==> src/sv/rlpd_pkg.sv <==
`timescale 1ns / 1ps
// ----------------------------------------------------------------------------
// RLE pattern decoder package
// Shared types, status codes, character codes and limits of the decoder.
// ----------------------------------------------------------------------------
package rlpd_pkg;

  // Largest pattern dimension; registers above it are clamped
  localparam logic [12:0] MAX_DIM = 13'd4096;

  // Largest run count that may be built from digits
  localparam logic [30:0] COUNT_LIMIT = 31'h7FFF_FFFF;

  // Configuration register indexes
  localparam logic CFG_IDX_WIDTH  = 1'b0;
  localparam logic CFG_IDX_HEIGHT = 1'b1;

  // Reset value of both dimension registers
  localparam logic [12:0] DIM_RESET = 13'd64;

  // Body characters
  localparam logic [7:0] CH_ZERO   = 8'h30;
  localparam logic [7:0] CH_NINE   = 8'h39;
  localparam logic [7:0] CH_DEAD   = 8'h62;
  localparam logic [7:0] CH_LIVE   = 8'h6F;
  localparam logic [7:0] CH_ROW    = 8'h24;
  localparam logic [7:0] CH_END    = 8'h21;
  localparam logic [7:0] CH_SPACE  = 8'h20;
  localparam logic [7:0] CH_TAB    = 8'h09;
  localparam logic [7:0] CH_CR     = 8'h0D;

  typedef enum logic [3:0] {
    ST_CONSUMED    = 4'd0,
    ST_DONE        = 4'd1,
    ST_RUN_BIG     = 4'd2,
    ST_WIDTH       = 4'd3,
    ST_LIVE_HEIGHT = 4'd4,
    ST_ROWS_HEIGHT = 4'd5,
    ST_COUNT_END   = 4'd6,
    ST_BAD_TOKEN   = 4'd7,
    ST_NO_END      = 4'd8,
    ST_FINISHED    = 4'd9
  } status_t;

  typedef enum logic [1:0] {
    FS_ACTIVE = 2'd0,
    FS_DONE   = 2'd1,
    FS_FAILED = 2'd2
  } finish_t;

  typedef struct packed {
    logic [7:0] char_code;
    logic       end_of_body;
    logic       start_pattern;
  } in_item_t;

  typedef struct packed {
    status_t     status;
    logic        run_valid;
    logic [11:0] run_x;
    logic [11:0] run_y;
    logic [12:0] run_length;
  } out_item_t;

  // Declared pattern dimensions as written
  typedef struct packed {
    logic [12:0] width;
    logic [12:0] height;
  } dims_t;

endpackage

==> src/sv/rle_life_pattern_decoder_unit.sv <==
`timescale 1ns / 1ps
// ----------------------------------------------------------------------------
// RLE Life pattern body decoder
// Decodes a pattern body one character per request into live run descriptors.
// ----------------------------------------------------------------------------
// Usage:
//   The in channel (in_valid / in_ready / in_item) carries one body character
//   or an end-of-body mark per request; start_pattern restarts the decoder.
//   The out channel (out_valid / out_ready / out_item) returns exactly one
//   result per request: a status code and, for a live run, its start column,
//   row and length.
//   A request passes from the input register through the single decode stage
//   into the result register; one request is taken every cycle while the
//   result is taken (out_ready high) or the result register is empty.
//   pattern_width and pattern_height are written through cfg_wen, cfg_index and
//   cfg_data, by the user only while idle (not enforced); both reset to 64.
//   Reset empties both registers, clears the cursor, count and finish state.
//   When out_ready is low the result holds, the input register fills, and
//   in_ready then drops until the result is taken.
// ----------------------------------------------------------------------------
module rle_life_pattern_decoder_unit (
  input  logic                clk,
  input  logic                rst,
  input  logic                in_valid,
  output logic                in_ready,
  input  rlpd_pkg::in_item_t  in_item,
  output logic                out_valid,
  input  logic                out_ready,
  output rlpd_pkg::out_item_t out_item,
  input  logic                cfg_wen,
  input  logic                cfg_index,
  input  logic [12:0]         cfg_data
);

  logic                s1_valid;
  rlpd_pkg::in_item_t  s1_item;
  logic                s1_move;
  rlpd_pkg::out_item_t result;
  rlpd_pkg::dims_t     dims;

  // Move the held request into the result register when there is room
  assign s1_move  = s1_valid && (!out_valid || out_ready);
  assign in_ready = !s1_valid || s1_move;

  // Hold the dimension registers
  always_ff @(posedge clk) begin
    if (rst) begin
      dims.width  <= rlpd_pkg::DIM_RESET;
      dims.height <= rlpd_pkg::DIM_RESET;
    end else if (cfg_wen) begin
      if (cfg_index == rlpd_pkg::CFG_IDX_WIDTH) begin
        dims.width <= cfg_data;
      end
      if (cfg_index == rlpd_pkg::CFG_IDX_HEIGHT) begin
        dims.height <= cfg_data;
      end
    end
  end

  // Input and result register control
  always_ff @(posedge clk) begin
    if (rst) begin
      s1_valid  <= 1'b0;
      out_valid <= 1'b0;
    end else begin
      if (in_ready) begin
        s1_valid <= in_valid;
      end
      if (s1_move) begin
        out_valid <= 1'b1;
      end else if (out_ready) begin
        out_valid <= 1'b0;
      end
    end
  end

  // Capture payloads
  always_ff @(posedge clk) begin
    if (in_valid && in_ready) begin
      s1_item <= in_item;
    end
    if (s1_move) begin
      out_item <= result;
    end
  end

  rlpd_core u_core (
    .clk    (clk),
    .rst    (rst),
    .step   (s1_move),
    .item   (s1_item),
    .dims   (dims),
    .result (result)
  );

endmodule

==> src/sv/rlpd_core.sv <==
`timescale 1ns / 1ps
// ----------------------------------------------------------------------------
// RLE pattern decoder core
// Holds the cursor, run count and finish state and decodes one request.
// ----------------------------------------------------------------------------
module rlpd_core (
  input  logic                clk,
  input  logic                rst,
  input  logic                step,
  input  rlpd_pkg::in_item_t  item,
  input  rlpd_pkg::dims_t     dims,
  output rlpd_pkg::out_item_t result
);

  logic [12:0]       cursor_column, cursor_column_next;
  logic [12:0]       cursor_row, cursor_row_next;
  logic [30:0]       pending_count, pending_count_next;
  rlpd_pkg::finish_t finish_state, finish_state_next;
  rlpd_pkg::status_t error_code, error_code_next;

  // State as seen after an optional start of pattern
  logic [12:0]       col_e, row_e;
  logic [30:0]       pend_e;
  rlpd_pkg::finish_t fs_e;
  rlpd_pkg::status_t err_e;

  logic [12:0] w, h;
  logic [3:0]  digit_diff;
  logic [34:0] count_mul;
  logic        count_big;
  logic [30:0] run;
  logic [31:0] col_sum, row_sum;
  logic        is_blank, is_digit;
  logic [7:0]  c;

  // Clamp the declared dimensions
  assign w = (dims.width  > rlpd_pkg::MAX_DIM) ? rlpd_pkg::MAX_DIM : dims.width;
  assign h = (dims.height > rlpd_pkg::MAX_DIM) ? rlpd_pkg::MAX_DIM : dims.height;

  // Apply start of pattern before the character
  assign col_e  = item.start_pattern ? 13'd0 : cursor_column;
  assign row_e  = item.start_pattern ? 13'd0 : cursor_row;
  assign pend_e = item.start_pattern ? 31'd0 : pending_count;
  assign fs_e   = item.start_pattern ? rlpd_pkg::FS_ACTIVE : finish_state;
  assign err_e  = item.start_pattern ? rlpd_pkg::ST_CONSUMED : error_code;

  // Classify the character
  assign c        = item.char_code;
  assign is_blank = (c == rlpd_pkg::CH_SPACE) ||
                    ((c >= rlpd_pkg::CH_TAB) && (c <= rlpd_pkg::CH_CR));
  assign is_digit = (c >= rlpd_pkg::CH_ZERO) && (c <= rlpd_pkg::CH_NINE);

  // Next count is ten times the count plus the digit
  assign digit_diff = 4'(c - rlpd_pkg::CH_ZERO);
  assign count_mul  = {1'b0, pend_e, 3'b000} + {3'b000, pend_e, 1'b0}
                    + {31'd0, digit_diff};
  assign count_big  = count_mul > {4'd0, rlpd_pkg::COUNT_LIMIT};

  // Run defaults to one without a count
  assign run     = (pend_e == 31'd0) ? 31'd1 : pend_e;
  assign col_sum = {19'd0, col_e} + {1'b0, run};
  assign row_sum = {19'd0, row_e} + {1'b0, run};

  // Decode one character
  always_comb begin
    cursor_column_next = col_e;
    cursor_row_next    = row_e;
    pending_count_next = pend_e;
    finish_state_next  = fs_e;
    error_code_next    = err_e;
    result             = '0;
    result.status      = rlpd_pkg::ST_CONSUMED;
    priority if (fs_e == rlpd_pkg::FS_FAILED) begin
      result.status = err_e;
    end else if (fs_e == rlpd_pkg::FS_DONE) begin
      result.status = rlpd_pkg::ST_FINISHED;
    end else if (item.end_of_body) begin
      finish_state_next = rlpd_pkg::FS_FAILED;
      error_code_next   = rlpd_pkg::ST_NO_END;
      result.status     = rlpd_pkg::ST_NO_END;
    end else if (is_blank) begin
      result.status = rlpd_pkg::ST_CONSUMED;
    end else if (is_digit) begin
      if (count_big) begin
        finish_state_next = rlpd_pkg::FS_FAILED;
        error_code_next   = rlpd_pkg::ST_RUN_BIG;
        result.status     = rlpd_pkg::ST_RUN_BIG;
      end else begin
        pending_count_next = count_mul[30:0];
      end
    end else if ((c == rlpd_pkg::CH_DEAD) || (c == rlpd_pkg::CH_LIVE)) begin
      pending_count_next = 31'd0;
      if (col_sum > {19'd0, w}) begin
        finish_state_next = rlpd_pkg::FS_FAILED;
        error_code_next   = rlpd_pkg::ST_WIDTH;
        result.status     = rlpd_pkg::ST_WIDTH;
      end else if ((c == rlpd_pkg::CH_LIVE) && (row_e >= h)) begin
        finish_state_next = rlpd_pkg::FS_FAILED;
        error_code_next   = rlpd_pkg::ST_LIVE_HEIGHT;
        result.status     = rlpd_pkg::ST_LIVE_HEIGHT;
      end else begin
        if (c == rlpd_pkg::CH_LIVE) begin
          result.run_valid  = 1'b1;
          result.run_x      = col_e[11:0];
          result.run_y      = row_e[11:0];
          result.run_length = run[12:0];
        end
        cursor_column_next = col_sum[12:0];
      end
    end else if (c == rlpd_pkg::CH_ROW) begin
      pending_count_next = 31'd0;
      cursor_column_next = 13'd0;
      if (row_sum > {19'd0, h}) begin
        finish_state_next = rlpd_pkg::FS_FAILED;
        error_code_next   = rlpd_pkg::ST_ROWS_HEIGHT;
        result.status     = rlpd_pkg::ST_ROWS_HEIGHT;
      end else begin
        cursor_row_next = row_sum[12:0];
      end
    end else if (c == rlpd_pkg::CH_END) begin
      if (pend_e != 31'd0) begin
        finish_state_next = rlpd_pkg::FS_FAILED;
        error_code_next   = rlpd_pkg::ST_COUNT_END;
        result.status     = rlpd_pkg::ST_COUNT_END;
      end else begin
        finish_state_next = rlpd_pkg::FS_DONE;
        result.status     = rlpd_pkg::ST_DONE;
      end
    end else begin
      finish_state_next = rlpd_pkg::FS_FAILED;
      error_code_next   = rlpd_pkg::ST_BAD_TOKEN;
      result.status     = rlpd_pkg::ST_BAD_TOKEN;
    end
  end

  // Advance the state on each decoded request
  always_ff @(posedge clk) begin
    if (rst) begin
      cursor_column <= 13'd0;
      cursor_row    <= 13'd0;
      pending_count <= 31'd0;
      finish_state  <= rlpd_pkg::FS_ACTIVE;
      error_code    <= rlpd_pkg::ST_CONSUMED;
    end else if (step) begin
      cursor_column <= cursor_column_next;
      cursor_row    <= cursor_row_next;
      pending_count <= pending_count_next;
      finish_state  <= finish_state_next;
      error_code    <= error_code_next;
    end
  end

endmodule

==> config.mk <==
export PLATFORM = sky130hd
export DESIGN_NAME = rle_life_pattern_decoder_unit
export DESIGN_NICKNAME = d
export VERILOG_FILES = /design/src/sv/rlpd_pkg.sv /design/src/sv/rle_life_pattern_decoder_unit.sv /design/src/sv/rlpd_core.sv
export SDC_FILE = /design/constraint.sdc
export NUM_CORES = 1
export LEC_CHECK = 0
export BUFFER_PORTS_ARGS = -buffer_cell sky130_fd_sc_hd__buf_2
export CAP_MARGIN = 20
export CORE_ASPECT_RATIO = 0.5
export CORE_MARGIN = 4
export CORE_UTILIZATION = 40
export CTS_CLUSTER_DIAMETER = 30
export DETAILED_ROUTE_END_ITERATION = 12
export PLACE_DENSITY_LB_ADDON = 0.1
export SYNTH_ARGS = -nofsm -noshare
export SYNTH_HDL_FRONTEND = slang
export SYNTH_HIERARCHICAL = 1
export SYNTH_SLANG_ARGS = --single-unit
==> constraint.sdc <==
create_clock -name clk -period 10.2 [get_ports clk]
set_input_delay 0.51 -clock clk [delete_from_list [all_inputs] [get_ports clk]]
set_output_delay 0.51 -clock clk [all_outputs]
set_load 0.005 [all_outputs]
==> results.sh, run 1 <==
export IMPL_status="completed"
export IMPL_num_vias=11270
export IMPL_antenna_found_initial=0
export IMPL_row_count=44
export IMPL_syn_inst=1410
export IMPL_yosys_warnings=6
export IMPL_seq_area_frac_synth=0.2821
export IMPL_cts_sinks=143
export IMPL_busiest_layer="met2"
export IMPL_post_place_ws_ns=3.225
export IMPL_postCtsHoldBufs=0
export IMPL_critPathLaunch="s1_item[0]"
export IMPL_drt_initial_drc_count=1279
export IMPL_cts_buffers=17
export IMPL_ys_types=87
export IMPL_endpoint_kind="flop"
export IMPL_reg2reg_from="s1_item[0]"
export IMPL_maxSlewHeadroom=0.3219
export IMPL_drt_wl_total_um=40940
export IMPL_grt_max_degree=61
export IMPL_async_reset_ff_frac=0
export IMPL_clock_latency_ns=0.45
export IMPL_power_density_nw_per_um2=105.5
export IMPL_syn_to_final_growth_pct=9.839
export IMPL_finalHoldViolations=0
export IMPL_max_cap_violations=0
export IMPL_period_needed_ns=7.278
export IMPL_cp_required_ns=10.59
export IMPL_overflow=0
export IMPL_ios=73
export IMPL_wl_per_cell_um=22.21
export IMPL_grt_pass1_vias=10620
export IMPL_start_util=0.4094
export IMPL_yosys_top_cells_area="dfxtp_1 15%, ha_1 13%, edfxtp_1 13%, nand2_1 4.0%, a21oi_1 3.3%"
export IMPL_grt_met2_usage=0.3742
export IMPL_cts_tree="built"
export IMPL_layout_cells_non_filler=1843
export IMPL_drt_pass1_iter_count=7
export IMPL_synth_flop_cell="dfxtp_1"
export IMPL_min_delay_start="in_item[8]"
export IMPL_rsz0062_at_grt="no"
export IMPL_fin_worst_skew_ns=0.008381
export IMPL_cts_root_buf="clkbuf_16"
export IMPL_crit_type="flop to flop"
export IMPL_hp_class="input port to flop"
export IMPL_syn_avg_cell_area_um2=8.505
export IMPL_clk_pin_slew_ns=0.07
export IMPL_route_detailed_drc=0
export IMPL_htreeDepth=4
export IMPL_dieHeight_um=130.4
export IMPL_start_kind="flop"
export IMPL_leakage_nw=5.903
export IMPL_vdd_ir_drop_max_mv=0.1241
export IMPL_ff2ff_setup_slack_ns=2.92
export IMPL_diodes=0
export IMPL_place_inst=1811
export IMPL_ys_ff_latch=143
export IMPL_clock_fmax_ghz=0.1374
export IMPL_synth_edf_count=52
export IMPL_power_mw=1.389
export IMPL_fin_crit_sh=0.7135
export IMPL_syn_num_nets=1569
export IMPL_portBuffers=72
export IMPL_met3_usage=0.04470
export IMPL_dieArea_um2=32980
export IMPL_grt_pass1_wl_um=61930
export IMPL_dp_hpwl_um=31770
export IMPL_crit_path_max_fanout=27
export IMPL_grt_util_all_layers=0.2443
export IMPL_drv_slew=0
export IMPL_post_cts_buffers=0
export IMPL_met1_usage=0.3464
export IMPL_fin_ws_ns=2.922
export IMPL_setup_viol=0
export IMPL_gp_congestion=0.9474
export IMPL_clockBufferDepth=2
export IMPL_synth_area_um2=11990
export IMPL_setup_tns_ns=0
export IMPL_via_per_inst=6.115
export IMPL_arrival_ns=7.67
export IMPL_final_antenna_net_count=0
export IMPL_fin_nets=1598
export IMPL_die_w_um=252.9
export IMPL_layout_drive_gt1_share=0.09780
export IMPL_ctsResizeCount=0
export IMPL_core_um2=29290
export IMPL_synth_top_area_frac=0.1519
export IMPL_yosys_area_top_type="dfxtp_1"
export IMPL_tightest_slew_ns=1.006
[logic make-up (layout without fill, tap and decap cells)]
family / after synthesis / in the layout / share of synthesized area
fa+ha+maj: 130 / 130 / 0.1381
xor+xnor: 52 / 52 / 0.03861
flops: 143 / 143 / 0.2821
compound gates: 386 / 386 / 0.2249
buf+inv: 122 / 164 / 0.04424
mux: 43 / 43 / 0.03641
simple gates: 534 / 534 / 0.2356
[metal layers]
metal	wire, µm	up-vias	part of all wire
met4	1110	0	0.027
met5	0	-	0
li1	-	5334	-
met3	3046	72	0.074
met1	19390	5410	0.47
met2	17390	454	0.42
[Yosys cell counts (5+ instances only)]
| cell | instances |
|---|---|
| nand2b_1 | 47 |
| a22o_1 | 22 |
| xnor2_1 | 32 |
| a32oi_1 | 13 |
| edfxtp_1 | 52 |
| a31o_2 | 5 |
| and3_1 | 23 |
| o211ai_1 | 21 |
| and2_1 | 32 |
| a22oi_1 | 9 |
| nand4_1 | 32 |
| o211a_1 | 5 |
| o221ai_1 | 6 |
| xor2_1 | 19 |
| dfxtp_1 | 91 |
| nor4_1 | 14 |
| mux2i_1 | 38 |
| o21ai_0 | 70 |
| o21a_1 | 13 |
| nor3_1 | 23 |
| buf_4 | 7 |
| clkbuf_1 | 46 |
| nor2_1 | 89 |
| a31oi_1 | 16 |
| nand3_1 | 40 |
| or3_1 | 6 |
| nand3b_1 | 6 |
| inv_1 | 49 |
| ha_1 | 126 |
| a21oi_1 | 80 |
| a211oi_1 | 21 |
| o31ai_1 | 10 |
| a21o_1 | 30 |
| nand4b_1 | 7 |
| o21bai_1 | 13 |
| buf_2 | 13 |
| nor2b_1 | 58 |
| nand2_1 | 128 |
[final timing paths]
| path | endpoint | depth (start not counted) |
|---|---|---|
| setup / recovery | u_core/cursor_column[10] | 22 |
| hold reg to reg | u_core/cursor_column[5] | 2 |
| hold / removal | s1_item[8] | 1 |
| setup reg to reg | u_core/cursor_column[10] | 22 |
[sequential cells by signal, summed over array words and instances (netlist names)]
| signal | count |
|---|---|
| s1_item | 10 |
| u_core/cursor_row | 13 |
| u_core/cursor_column | 13 |
| out_valid | 1 |
| u_core/pending_count | 31 |
| s1_valid | 1 |
| u_core/error_code | 4 |
| dims | 26 |
| u_core/finish_state | 2 |
| out_item | 42 |
[through the flow]
step,hold WS [ns],utilization,cell area (µm²)
after CTS,0.2034,0.4497,13170
final,0.2318,0.4497,13170
after global placement,0.4444,0.4294,12580
after global routing,0.2077,0.4497,13170
after floorplan,0.4341,-,11990
after detailed placement,0.4565,0.4294,12580
[layout by cell type (no fill, tap or decap), types with 40 or more instances in the layout]
| master | Yosys | routed |
|---|---|---|
| nand2_1 | 128 | 128 |
| ha_1 | 126 | 126 |
| dfxtp_1 | 91 | 91 |
| nor2_1 | 89 | 88 |
| a21oi_1 | 80 | 80 |
| buf_2 | 13 | 72 |
| o21ai_0 | 70 | 70 |
| nor2b_1 | 58 | 58 |
| edfxtp_1 | 52 | 52 |
| inv_1 | 49 | 49 |
| nand2b_1 | 47 | 47 |
| nand3_1 | 40 | 40 |
[power breakdown]
group	switching [mW]	total, mW	internal (mW)
clock	0.273	0.631	0.358
combinational	0.0882	0.135	0.0470
sequential	0.0138	0.623	0.609
total	0.375	1.39	1.01
[worst max-delay path, cell delays in order (launching register included)]
cell and delay (ns):
edfxtp_1 0.87, inv_1 0.64, nand2_1 0.38, nand2_1 0.19, ha_1 0.28, fa_1 0.44, a211oi_1 0.23, o21ai_0 0.25
o21ai_0 0.33, nand2_1 0.14, a21o_1 0.19, a21oi_1 0.16, xnor2_1 0.17, ha_1 0.35, nand3_1 0.07, o32a_1 0.30
a21oi_1 0.27, nand4_1 0.20, nor3_2 0.20, buf_4 0.27, nand2_1 0.19, nor3_1 0.84, a22o_1 0.24
[cell type report]
type / instances / area (µm²)
fillers: 2894 / 16120
multi-input cells: 1145 / 8082
flip-flops and latches: 143 / 3383
clock buffers: 21 / 503.0
well taps: 391 / 489.2
repair buffers: 82 / 435.4
inverters: 50 / 187.7
clock inverters: 11 / 91.34
Note: power is estimated with default switching activity, not from simulation.
==> inputs of run 2 (changes only) <==
==> constraint.sdc (replaced) <==
create_clock -name clk -period 7.4 [get_ports clk]
set_input_delay 0.37 -clock clk [delete_from_list [all_inputs] [get_ports clk]]
set_output_delay 0.37 -clock clk [all_outputs]
set_load 0.005 [all_outputs]
==> run 2 against run 1 <==
  * Critical path depth rose by 1
  * Setup slack worse by 2.2 ns
  * Via count down 0.23%
  * Clock skew rose by 0.0017 ns
  * Worst hold slack worse by 0.13 ns
  * Power grew 42%
==> results.sh, run 2 (synthesis results as in run 1) <==
export IMPL_num_vias=11240
export IMPL_largest_register="out_item"
export IMPL_finalHoldViolations=0
export IMPL_die_w_um=252.9
export IMPL_post_cts_buffers=0
export IMPL_drt_pass1_iter_count=5
export IMPL_reg_largest_list="out_item (42), u_core/pending_count (31), dims (26)"
export IMPL_start_util=0.4094
export IMPL_final_antenna_net_count=0
export IMPL_power_density_nw_per_um2=148.9
export IMPL_status="completed"
export IMPL_row_count=44
export IMPL_grt_max_degree=55
export IMPL_largest_register_ffs=42
export IMPL_ctsResizeCount=0
export IMPL_dp_hpwl_um=31920
export IMPL_hp_class="input port to flop"
export IMPL_layout_drive_gt1_share=0.1007
export IMPL_crit_chain="nor4_1 -> nand3_1 -> nor3_1 -> o21bai_1 -> nand2_1 -> ha_1 -> a211oi_1 -> o21ai_0 -> nor2_1 -> o31ai_1 -> a21o_1 -> a21oi_1 -> xnor2_1 -> ha_1 -> and4_1 -> nand4_1 -> o32a_1 -> a21oi_1 -> nand4_1 -> nor3_2 -> nand2_1 -> nor3_1 -> a22o_1"
export IMPL_tightest_slew_ns=1.002
export IMPL_clk_pin_slew_ns=0.07
export IMPL_portBuffers=72
export IMPL_fin_crit_sh=0.9001
export IMPL_postCtsHoldBufs=0
export IMPL_final_cell_mix="128 x nand2_1, 126 x ha_1, 91 x dfxtp_1, 88 x nor2_1, 80 x a21oi_1"
export IMPL_slowest_stage="nor3_1"
export IMPL_leakage_nw=5.952
export IMPL_cts_tree="built"
export IMPL_cp_top_family="simple AND/OR/NAND/NOR gates"
export IMPL_max_cap_violations=0
export IMPL_path_buf_inv=0
export IMPL_wl_per_cell_um=21.93
export IMPL_rsz0062_at_grt="no"
export IMPL_dieArea_um2=32980
export IMPL_cts_buffers=17
export IMPL_diodes=0
export IMPL_crit_path_max_fanout=12
export IMPL_via_per_inst=6.075
export IMPL_fin_nets=1606
export IMPL_arrival_ns=7.05
export IMPL_grt_pass1_wl_um=62720
export IMPL_post_place_ws_ns=0.8664
export IMPL_power_mw=1.974
export IMPL_htreeDepth=4
export IMPL_fin_util=0.4526
export IMPL_period_needed_ns=6.661
export IMPL_maxSlewHeadroom=0.3268
export IMPL_dieHeight_um=130.4
export IMPL_ios=73
export IMPL_overflow=0
export IMPL_setup_tns_ns=0
export IMPL_endpoint_kind="flop"
export IMPL_vdd_ir_drop_max_mv=0.1686
export IMPL_grt_util_all_layers=0.2449
export IMPL_cp_required_ns=7.79
export IMPL_crit_type="flop to flop"
export IMPL_route_detailed_drc=0
export IMPL_clock_latency_ns=0.45
export IMPL_core_um2=29290
export IMPL_clockBufferDepth=2
export IMPL_drt_wl_total_um=40600
export IMPL_fin_ws_ns=0.7394
export IMPL_fin_worst_skew_ns=0.01007
export IMPL_setup_viol=0
export IMPL_clock_fmax_ghz=0.1501
export IMPL_drt_initial_drc_count=854
export IMPL_gp_congestion=0.9669
export IMPL_start_kind="flop"
export IMPL_cts_root_buf="clkbuf_16"
export IMPL_drv_slew=0
export IMPL_final_common_cell="nand2_1"
export IMPL_cts_sinks=143
export IMPL_grt_pass1_vias=10730
export IMPL_antenna_found_initial=1
export IMPL_syn_to_final_growth_pct=10.55
export IMPL_cp_slowest_stage_delay_ns=0.87
==> run 2: report_power, final <==
| group | total (mW) | leakage (nW) | switching [mW] | internal (mW) |
|---|---|---|---|---|
| Combinational | 0.189 | 4.41 | 0.123 | 0.0659 |
| Clock | 0.928 | 0.303 | 0.365 | 0.563 |
| Sequential | 0.857 | 1.24 | 0.0172 | 0.839 |
==> run 2: worst register-to-register path: stages, from the launching register on <==
cell,delay [ns]
dfxtp_1,0.44
nor4_1,0.58
nand3_1,0.14
nor3_1,0.21
o21bai_1,0.16
nand2_1,0.17
ha_1,0.23
a211oi_1,0.09
o21ai_0,0.44
nor2_1,0.09
o31ai_1,0.32
a21o_1,0.17
a21oi_1,0.07
xnor2_1,0.16
ha_1,0.33
and4_1,0.23
nand4_1,0.12
o32a_1,0.37
a21oi_1,0.21
nand4_1,0.19
nor3_2,0.48
nand2_1,0.26
nor3_1,0.87
a22o_1,0.24
==> run 2: metal layers <==
layer  share of wire  wire (µm)  global-route usage  vias up
li1                -          -                   -     5340
met1            0.48      19460              0.3497     5426
met2            0.43      17580              0.3792      419
met3           0.070       2828             0.05439       59
met4           0.018        731             0.06090        0
met5               0          0                   0        -
==> run 2: through the flow <==
| stage | cells | hold WS (ns) | cell area (µm²) |
|---|---|---|---|
| after floorplan | 1410 | 0.4341 | 11990 |
| after global placement | 1819 | 0.4459 | 12640 |
| final | 1851 | 0.09754 | 13260 |
| after CTS | 1851 | 0.07736 | 13260 |
| after detailed placement | 1819 | 0.4524 | 12640 |
| after global routing | 1851 | 0.07614 | 13260 |
==> run 2: worst paths after layout <==
| path | slack, ns | from | to | depth (start not counted) |
|---|---|---|---|---|
| setup / recovery | 0.74 | u_core/pending_count[23] | u_core/cursor_column[9] | 23 |
| hold / removal | 0.1 | in_item[1] | s1_item[1] | 1 |
| setup reg to reg | 0.74 | u_core/pending_count[23] | u_core/cursor_column[9] | 23 |
| hold reg to reg | 0.47 | u_core/cursor_column[5] | u_core/cursor_column[5] | 2 |
==> run 2: area by class of cell <==
class                           count  area [µm²]
Sequential cell                   143        3383
Clock inverter                     14       190.2
Fill cell                        2895       16030
Inverter                           50       187.7
Multi-Input combinational cell   1145        8082
Clock buffer                       18       429.2
Timing Repair Buffer               90       495.5
Tap cell                          391       489.2
